`src/rtl/crcfv_pkg.sv`:
```
// ----------------------------------------------------------------------------
// crcfv_pkg - shared types and constants for the CRC-16 frame validator
// Holds the CRC-16/MODBUS byte update, framing constants and the result type.
// ----------------------------------------------------------------------------
`default_nettype none

package crcfv_pkg;

	localparam logic [15:0] CRC_INIT = 16'hFFFF;
	localparam logic [15:0] CRC_POLY = 16'hA001;
	localparam logic [15:0] CRC_LSB  = 16'h0001;

	// shortest frame: address, function, length, CRC low, CRC high
	localparam int unsigned MIN_FRAME_BYTES = 5;
	// bytes in a frame beyond those counted by the length field
	localparam int unsigned FRAME_OVERHEAD  = 5;

	localparam int unsigned DATA_W   = 8;
	localparam int unsigned CRC_W    = 16;
	localparam int unsigned FBYTES_W = 11;
	localparam int unsigned RES_W    = 3 + CRC_W + FBYTES_W;
	localparam int unsigned TDATA_OUT_W = ((RES_W + 7) / 8) * 8;

	typedef struct packed {
		logic [FBYTES_W-1:0] frame_bytes;
		logic [CRC_W-1:0]    computed_crc;
		logic                length_ok;
		logic                crc_ok;
		logic                frame_ok;
	} result_t;

	// reflected CRC-16 update, one byte, eight unrolled shift steps
	function automatic logic [CRC_W-1:0] crc_byte(input logic [CRC_W-1:0] crc,
			input logic [DATA_W-1:0] b);
		logic [CRC_W-1:0] v;
		v = crc ^ {8'h00, b};
		for (int k = 0; k < 8; k++) begin
			if ((v & CRC_LSB) != '0) begin
				v = (v >> 1) ^ CRC_POLY;
			end else begin
				v = v >> 1;
			end
		end
		return v;
	endfunction

endpackage

`default_nettype wire

```
`src/rtl/crcfv_tracker.sv`:
```
// ----------------------------------------------------------------------------
// crcfv_tracker - per-frame state and end-of-frame checks
// Running CRC, byte count, two-byte trailer delay and length field capture.
// ----------------------------------------------------------------------------
`default_nettype none

module crcfv_tracker #(
	parameter int unsigned MAX_FRAME_BYTES = 1024
) (
	input  wire logic                            clk,
	input  wire logic                            arst_n,
	input  wire logic                            step,      // consume one byte
	input  wire logic [crcfv_pkg::DATA_W-1:0]    data_byte,
	input  wire logic                            last_byte,
	output crcfv_pkg::result_t                   result
);

	localparam int unsigned CNT_W = $clog2(MAX_FRAME_BYTES + 1);
	localparam int unsigned CMP_W = (CNT_W > 9) ? CNT_W : 9;
	localparam int unsigned EXT_W = (CNT_W > crcfv_pkg::FBYTES_W) ? CNT_W
		: crcfv_pkg::FBYTES_W;

	logic [crcfv_pkg::CRC_W-1:0]  crc_q, crc_n;
	logic [CNT_W-1:0]             cnt_q, cnt_n;
	logic                         ovf_q, ovf_n;
	logic [crcfv_pkg::DATA_W-1:0] dly0_q, dly1_q;
	logic [crcfv_pkg::DATA_W-1:0] len_q, len_n;
	logic                         long_enough;
	logic [EXT_W-1:0]             cnt_ext;

	always_comb begin
		crc_n = (cnt_q >= CNT_W'(2)) ? crcfv_pkg::crc_byte(crc_q, dly0_q) : crc_q;
		len_n = (cnt_q == CNT_W'(2)) ? data_byte : len_q;
		if (cnt_q < CNT_W'(MAX_FRAME_BYTES)) begin
			cnt_n = cnt_q + CNT_W'(1);
			ovf_n = ovf_q;
		end else begin
			cnt_n = cnt_q;
			ovf_n = 1'b1;
		end
	end

	assign long_enough = CMP_W'(cnt_n) >= CMP_W'(crcfv_pkg::MIN_FRAME_BYTES);
	assign cnt_ext     = EXT_W'(cnt_n);

	// trailer is dly1 (CRC low) then the current byte (CRC high)
	always_comb begin
		result.crc_ok = long_enough && (dly1_q == crc_n[7:0])
			&& (data_byte == crc_n[15:8]);
		result.length_ok = long_enough && !ovf_n
			&& (CMP_W'(cnt_n) == CMP_W'(len_n) + CMP_W'(crcfv_pkg::FRAME_OVERHEAD));
		result.frame_ok     = result.crc_ok && result.length_ok;
		result.computed_crc = crc_n;
		result.frame_bytes  = cnt_ext[crcfv_pkg::FBYTES_W-1:0];
	end

	always_ff @(posedge clk or negedge arst_n) begin
		if (!arst_n) begin
			crc_q  <= crcfv_pkg::CRC_INIT;
			cnt_q  <= '0;
			ovf_q  <= 1'b0;
			dly0_q <= '0;
			dly1_q <= '0;
			len_q  <= '0;
		end else if (step) begin
			dly0_q <= dly1_q;
			dly1_q <= data_byte;
			len_q  <= len_n;
			if (last_byte) begin
				crc_q <= crcfv_pkg::CRC_INIT;
				cnt_q <= '0;
				ovf_q <= 1'b0;
			end else begin
				crc_q <= crc_n;
				cnt_q <= cnt_n;
				ovf_q <= ovf_n;
			end
		end
	end

endmodule

`default_nettype wire

```
`src/rtl/crc16_frame_validator_top.sv`:
```
// ----------------------------------------------------------------------------
// crc16_frame_validator_top - CRC-16/MODBUS frame checker, one byte per beat
// Input beat register, frame tracker and a result register on the output.
// ----------------------------------------------------------------------------
// Usage:
//   s_axis carries the received frame, one byte per beat, tlast on the final
//   byte. Every byte except the last two feeds a running CRC-16/MODBUS
//   (init 0xFFFF, reflected poly 0xA001); the last two bytes are the CRC,
//   low byte first. Byte 2 of the frame is the length field.
//   m_axis gives one result beat per frame, after the tlast byte:
//   CRC check, length check (total = length + 5), their AND, the computed
//   CRC and the byte count (saturating at MAX_FRAME_BYTES). Frames shorter
//   than five bytes, or longer than MAX_FRAME_BYTES, fail.
//   Path: with m_axis free, the tlast beat moves from the input register
//   into the result register, which then presents the result beat.
//   Throughput: one byte per cycle unless a final byte waits on a held
//   result; the eight-step CRC update is combinational in the tracker.
//   Stall: non-final bytes never wait on m_axis; a final byte waits in the
//   input register only while a previous result is still held, and
//   s_axis_tready drops once that register is full as well.
//   Reset (arst_n low, asynchronous): pipeline empties, CRC returns to
//   0xFFFF, byte count, trailer delay and length field clear.
// ----------------------------------------------------------------------------
`default_nettype none

module crc16_frame_validator_top #(
	parameter int unsigned MAX_FRAME_BYTES = 1024
) (
	input  wire logic                                  clk,
	input  wire logic                                  arst_n,
	input  wire logic                                  s_axis_tvalid,
	output      logic                                  s_axis_tready,
	input  wire logic [crcfv_pkg::DATA_W-1:0]          s_axis_tdata,  // [7:0] data_byte
	input  wire logic                                  s_axis_tlast,  // last_byte
	output      logic                                  m_axis_tvalid,
	input  wire logic                                  m_axis_tready,
	// [0] frame_ok, [1] crc_ok, [2] length_ok, [18:3] computed_crc,
	// [29:19] frame_bytes, [31:30] zero
	output      logic [crcfv_pkg::TDATA_OUT_W-1:0]     m_axis_tdata
);

	// input beat register
	logic                         vld_s1;
	logic [crcfv_pkg::DATA_W-1:0] data_s1;
	logic                         last_s1;

	// result register
	logic                         vld_s2;
	crcfv_pkg::result_t           res_s2;

	crcfv_pkg::result_t           res_comb;
	logic                         out_free;
	logic                         step_s1;

	// result slot is free when empty or being drained this cycle
	assign out_free      = !vld_s2 || m_axis_tready;
	// non-final bytes produce no result, so they never wait on the output
	assign step_s1       = vld_s1 && (!last_s1 || out_free);
	assign s_axis_tready = !vld_s1 || step_s1;

	crcfv_tracker #(
		.MAX_FRAME_BYTES(MAX_FRAME_BYTES)
	) u_tracker (
		.clk       (clk),
		.arst_n    (arst_n),
		.step      (step_s1),
		.data_byte (data_s1),
		.last_byte (last_s1),
		.result    (res_comb)
	);

	always_ff @(posedge clk or negedge arst_n) begin
		if (!arst_n) begin
			vld_s1 <= 1'b0;
			vld_s2 <= 1'b0;
		end else begin
			if (s_axis_tready) begin
				vld_s1 <= s_axis_tvalid;
			end
			if (step_s1 && last_s1) begin
				vld_s2 <= 1'b1;
			end else if (m_axis_tready) begin
				vld_s2 <= 1'b0;
			end
		end
	end

	// payload, no reset needed
	always_ff @(posedge clk) begin
		if (s_axis_tready && s_axis_tvalid) begin
			data_s1 <= s_axis_tdata;
			last_s1 <= s_axis_tlast;
		end
		if (step_s1 && last_s1) begin
			res_s2 <= res_comb;
		end
	end

	assign m_axis_tvalid = vld_s2;
	assign m_axis_tdata  = crcfv_pkg::TDATA_OUT_W'(res_s2);

endmodule

`default_nettype wire
```
`config.mk`:
```
export PLATFORM = sky130hd
export DESIGN_NAME = crc16_frame_validator_top
export DESIGN_NICKNAME = d
export VERILOG_FILES = /design/src/rtl/crcfv_pkg.sv /design/src/rtl/crcfv_tracker.sv /design/src/rtl/crc16_frame_validator_top.sv
export SDC_FILE = /design/constraint.sdc
export NUM_CORES = 1
export LEC_CHECK = 0
export BUFFER_PORTS_ARGS = -buffer_cell sky130_fd_sc_hd__buf_2
export CAP_MARGIN = 20
export CORE_ASPECT_RATIO = 1.4
export CORE_MARGIN = 4
export CORE_UTILIZATION = 54
export DETAILED_ROUTE_END_ITERATION = 6
export PLACE_DENSITY = 0.8
export SYNTH_ARGS = -nofsm -noshare
export SYNTH_HDL_FRONTEND = slang
export SYNTH_HIERARCHICAL = 1
export SYNTH_SLANG_ARGS = --single-unit
```
`constraint.sdc`:
```
create_clock -name clk -period 3.1 [get_ports clk]
set_input_delay 0.93 -clock clk [delete_from_list [all_inputs] [get_ports clk]]
set_output_delay 0.93 -clock clk [all_outputs]
set_load 0.01 [all_outputs]
```
=== Word-level counts from Yosys, hierarchy flattened ===
Cells that the tools add are included.

* Register bits: 93
* Input bits: 13
* Output and inout port bits: 34
* Word-level logic and storage cells: 66

* Add/sub/neg operators: 2
* $lt $le $gt $ge: 3
* Eq/ne operators: 4
* Multiplexer cells: 17
* Bitwise operators: 9
* Reduce and logical (&&, ||, !) cells: 16

{| class="wikitable"
|+ Operator list
! kind !! number
|-
| 16-bit 2-to-1 mux || 10
|-
| 2-bit inverter with 3-bit output || 8
|-
| 11-bit 2-to-1 mux || 2
|-
| 8-bit equality test || 2
|-
| 16-bit by 8-bit XOR with 16-bit output || 1
|-
| 11-bit by 1-bit adder with 11-bit output, second input constant || 1
|-
| 11-bit by 2-bit equality test with 1-bit output, second input constant || 1
|-
| 11-bit by 9-bit equality test with 1-bit output || 1
|-
| 11-bit by 2-bit greater-or-equal comparator with 1-bit output, second input constant || 1
|-
| 11-bit by 3-bit greater-or-equal comparator with 1-bit output, second input constant || 1
|-
| 11-bit less-than comparator, second input constant || 1
|-
| 8-bit by 3-bit adder with 9-bit output, second input constant || 1
|-
| 1-bit logical AND || 8
|-
| 8-bit 2-to-1 mux || 1
|-
| 1-bit logical NOT || 4
|-
| 1-bit 2-to-1 mux || 4
|-
| 1-bit logical OR || 3
|-
| 2-bit nonzero test || 1
|}

=== Logic depth before layout (Yosys ltp) ===
* Depth after elaboration: 22
* Mapped depth: 14
* Depth with buffers taken out: 13

=== Hierarchy ===
The synthesis kept the hierarchy.

{| class="wikitable"
|+ Modules (own cells, without submodules)
! module !! instances !! cells an instance !! area each (um^2) !! sequential area each (um^2)
|-
| crcfv_tracker || 1 || 377 || 3,712.3 || 1,321.3
|-
| crc16_frame_validator_top || 1 || 52 || 1,296.2 || 1,221.2
|}

=== Worst setup path after synthesis ===
No wires, ideal clock.

* Path kind: reg-to-reg
* Start: register u_tracker.cnt_q[0]
* End: register res_s2 (netlist bit m_axis_tdata[0]) (data pin)
* Library setup time: 134 ps
* Arrival time: 2,984 ps
* Data required time: 2,966 ps
* Slack: -19 ps
* Cell stages (with the launch flop): 15
* Buffers on the path: 2
* Cells stage by stage: dfrtp_1 -> clkbuf_1 -> inv_1 -> ha_1 -> nand4_1 -> clkbuf_1 -> mux2i_1 -> inv_1 -> ha_1 -> nor2_1 -> mux2i_1 -> o21a_1 -> or3_1 -> a311oi_1 -> and4bb_1

{| class="wikitable"
|+ RTL lines
! what !! RTL line !! RTL
|-
| from (decl) || crcfv_tracker.sv:24 || <nowiki>logic [CNT_W-1:0] cnt_q, cnt_n;</nowiki>
|-
| from (signal assigned) || crcfv_tracker.sv:75 || <nowiki>cnt_q <= cnt_n;</nowiki>
|-
| to (signal assigned) || crc16_frame_validator_top.sv:95 || <nowiki>res_s2 <= res_comb;</nowiki>
|-
| to (decl) || crc16_frame_validator_top.sv:49 || <nowiki>crcfv_pkg::result_t res_s2;</nowiki>
|}

==> results.txt <==
- Switching power: 0.00179 W
- Summing every instance area after synthesis gives 5010 um^2.
- Peak supply drop: 0.492 mV
- From bottom edge to top edge, the die measures 122 um.
- Of the total power, the share spent switching nets is 35.1%.
- The number of antenna violations at the first check in global routing is 0.
- Most used standard cells in the synthesized netlist: 39 x edfxtp_1, 38 x dfrtp_1, 36 x xnor2_1, 32 x mux2_2, 29 x nand2_1
- CTS tree: yes
* Required time of the critical path: 3310 ps
- The analysis attributes to cell leakage a power of 2.37 nW.
- Clock network fraction of total power: 19.8%
- Die Span X: 89.4 um
- Combinational cells account for 44.2% of the total power.
- Number of instances in the synthesized netlist: 429
- Total number of H-tree levels: 3
- Number of design rule violations left after detail routing: 0
- After clock tree synthesis, the clock-pin slew on the worst setup and hold paths is 60 ps.
- For this block, the via count after detailed routing is 3652.
* I/O pin total: 47
- At the pin with the least slew margin, the transition time is 691 ps.
* Synth area leaders: edfxtp_1 23%, dfrtp_1 19%, dfstp_2 8.4%, mux2_2 7.2%, xnor2_1 6.3%
- For the final database, setup skew stands at 7.11 ps.
* Number of pins with negative max-slew slack in the final report: 0
- CTS root buffer: clkbuf_16
- Antenna Nets Post-Route: 0
- The critical path in this run is classified as flop to flop.
- Averaged over all synthesized cells, the footprint is 11.7 um^2.
- Count of warnings emitted by yosys: 6
* Fin crit share: 94.2%
- Fin nets: 508
- The run finished with clean final reports.
- Worst Path Max Fanout: 15
* Arrival time of data at the critical path endpoint: 3130 ps
- The most used flip-flop cell after synthesis is edfxtp_1.
- Summed over its instances, the top area cell type makes up 23.4% of the synthesized netlist area.
- Clock insertion delay at the later pin of the skew report: 340 ps
* Worst min-delay path class: flop to flop
* Number of vias per cell after detailed routing: 6.05
- Worst setup timing slack at the placement stage: 131 ps
- The synthesized design contains 39 enable-type register cells.
- The repair_antennas step left the layout with diodes totalling 0.
- Overall fraction of global-route tracks in use: 21.8%
- Final hold slack: 520 ps
- Across all setup checks in the final design, the least slack found is 180 ps.
* Fraction of registers with async set/reset: 58.1%
* Setup-failing EPs final: 0
* Core box area: 9030 um^2
- The wire-length estimate of the detail-placed layout is 8330 um.
- Cell area after layout: 5780 um^2
* Maximum number of pins on one net before global-route repair: 55
* Final weighted congestion of routability-driven global placement: 0.939
- Minimum clock period: 2920 ps
* Count of hold buffers inserted by post-cts repair: 0
- Wire length of the first global-routing pass: 18000 um
- Area growth, synth to finish: 15.4%
* Vias in the first global route: 3563
* Total power divided by cell area: 883 nW/um^2
* Number of unique standard cell types used by synthesis: 68
* Port Buf Inserts: 44
- Slew margin rel.: 53.9%
- TritonCTS buffer count: 9
* Fraction of the yosys area taken by sequential cells: 50.8%
- Area leader, netlist: edfxtp_1
- Counting flops and latches in the post-synthesis netlist gives 93.
- Type of destination of the critical path: flop
- Site row count: 41
- Drt initial violations: 239
- The internal portion of the total power is 0.00331 W.
- Worst-case clock buffer depth: 2
- The die covers 10900 um^2.
- Once placement finished, the instance area stood at 5480 um^2.
* Wire length reported by the detailed router: 11300 um
* Post-layout total power: 0.00510 W
* Max Fclk: 343 MHz
- Clock tree sinks: 93
* Final count of hold timing violations: 0
- In this run, flip-flops and latches consume 36.0% of the power.
- In the final routed layout, each cell accounts on average for 18.7 um.
* Aggregate negative setup slack: 0 ps
* Detailed-router iteration count before antenna repair: 5
* Maximum Capacitance Violations: 0
- Cells with a size suffix above 1 make up 30.8% of the layout.
* Nature of the critical path startpoint: flop
- For this run the aggregate overflow at the end of global routing stands at 0.
- Starting Density: 55.5%
* Leading cell type by number of instances after synthesis: edfxtp_1
[final timing paths]
kind                                            startpoint                               to  slack, ps  cells after the start
setup / recovery            u_tracker/cnt_q[0]$_DFFE_PN0P_        m_axis_tdata[0]$_DFFE_PP_        180                     10
hold / removal             u_tracker/crc_q[11]$_DFFE_PN1P_  u_tracker/crc_q[11]$_DFFE_PN1P_        520                      2
setup reg to reg            u_tracker/cnt_q[0]$_DFFE_PN0P_        m_axis_tdata[0]$_DFFE_PP_        180                     10
hold reg to reg            u_tracker/crc_q[11]$_DFFE_PN1P_  u_tracker/crc_q[11]$_DFFE_PN1P_        520                      2
max in group asynchronous                           arst_n   u_tracker/cnt_q[7]$_DFFE_PN0P_       1920                      2
min in group asynchronous                           arst_n   u_tracker/len_q[6]$_DFFE_PN0P_        710                      2
[registers in the layout, summed over array words and instances (netlist names), 8 cells and up]
name and count:
m_axis_tdata 30, u_tracker/dly0_q 8, data_s1 8, u_tracker/cnt_q 11
u_tracker/dly1_q 8, u_tracker/crc_q 16, u_tracker/len_q 8
[placed cells by master, fill, tap and decap left out, drive strengths merged, types with 3 or more instances in the layout]
cell type / synthesis / layout
a211oi: 4 / 4
a21oi: 11 / 11
a31oi: 3 / 3
and2: 4 / 4
and3: 3 / 3
buf: 12 / 74
clkbuf: 11 / 14
clkinv: 1 / 3
dfrtp: 38 / 38
dfstp: 16 / 16
edfxtp: 39 / 39
ha: 3 / 3
inv: 16 / 16
mux2: 33 / 33
mux2i: 12 / 12
nand2: 29 / 29
nand3: 9 / 9
nand4: 9 / 9
nand4b: 4 / 4
nor2: 22 / 22
nor3: 10 / 10
nor4: 3 / 3
o211a: 3 / 3
o21a: 3 / 3
o21ai: 12 / 12
o22a: 10 / 10
o2bb2ai: 3 / 3
o31ai: 7 / 7
or2: 3 / 3
or4: 3 / 3
xnor2: 36 / 36
xor2: 19 / 19
[stage by stage]
stage / util, % / cells
after global routing: 64.0 / 604
after CTS: 63.7 / 603
after floorplan: - / 430
after detailed placement: 60.7 / 587
final: 64.0 / 604
after global placement: 60.7 / 587
[timing repair]
| action | in CTS | in global routing |
|---|---|---|
| endpoints found under the setup margin | 0 | 2 |
| buffers inserted | 0 | 1 |
| gates resized for setup | 0 | 4 |
| hold endpoints to repair | 0 | 0 |
[final cells by class]
type,count,area (um^2)
fill,708,3250
clock inverter,2,8.76
tap,107,134
timing repair buffer,74,445
sequential,93,2540
multi-input combinational,297,2320
inverter,17,63.8
clock buffer,14,264
[routing by layer]
metal	part of all wire [%]	GRT usage, %
met4	4.6	13.2
met5	0	0
met2	50	34.6
met1	40	27.6
met3	5.1	3.45
[worst max-delay path: stages (launching register included)]
cell and delay (ps):
dfrtp_1 350, inv_1 40, ha_1 240, nor4_2 340, nand4b_2 140, buf_4 220
mux2_2 310, xnor2_1 180, nand3_1 90, or4_1 600, and4bb_1 280
[power groups by stage]
| stage | Combinational [W] | Clock (W) | Sequential (W) |
|---|---|---|---|
| global placement | 0.00213 | 0 | 0.00184 |
| detailed placement | 0.00219 | 0 | 0.00185 |
| CTS | 0.00221 | 0.00103 | 0.00183 |
| global route | 0.00243 | 0.00108 | 0.00187 |
| finish | 0.00225 | 0.00101 | 0.00184 |
| floorplan | 0.00160 | 0 | 0.00183 |
[cell families after synthesis]
kind of cell / Yosys count / share of synthesized area (%)
xor+xnor: 58 / 11.0
simple gates: 115 / 13.6
compound gates: 74 / 10.6
buf+inv: 40 / 3.45
fa+ha+maj: 3 / 0.750
mux: 45 / 9.82
other cells: 1 / 0.0749
flops: 93 / 50.8
(Power assumes the default switching activity.)
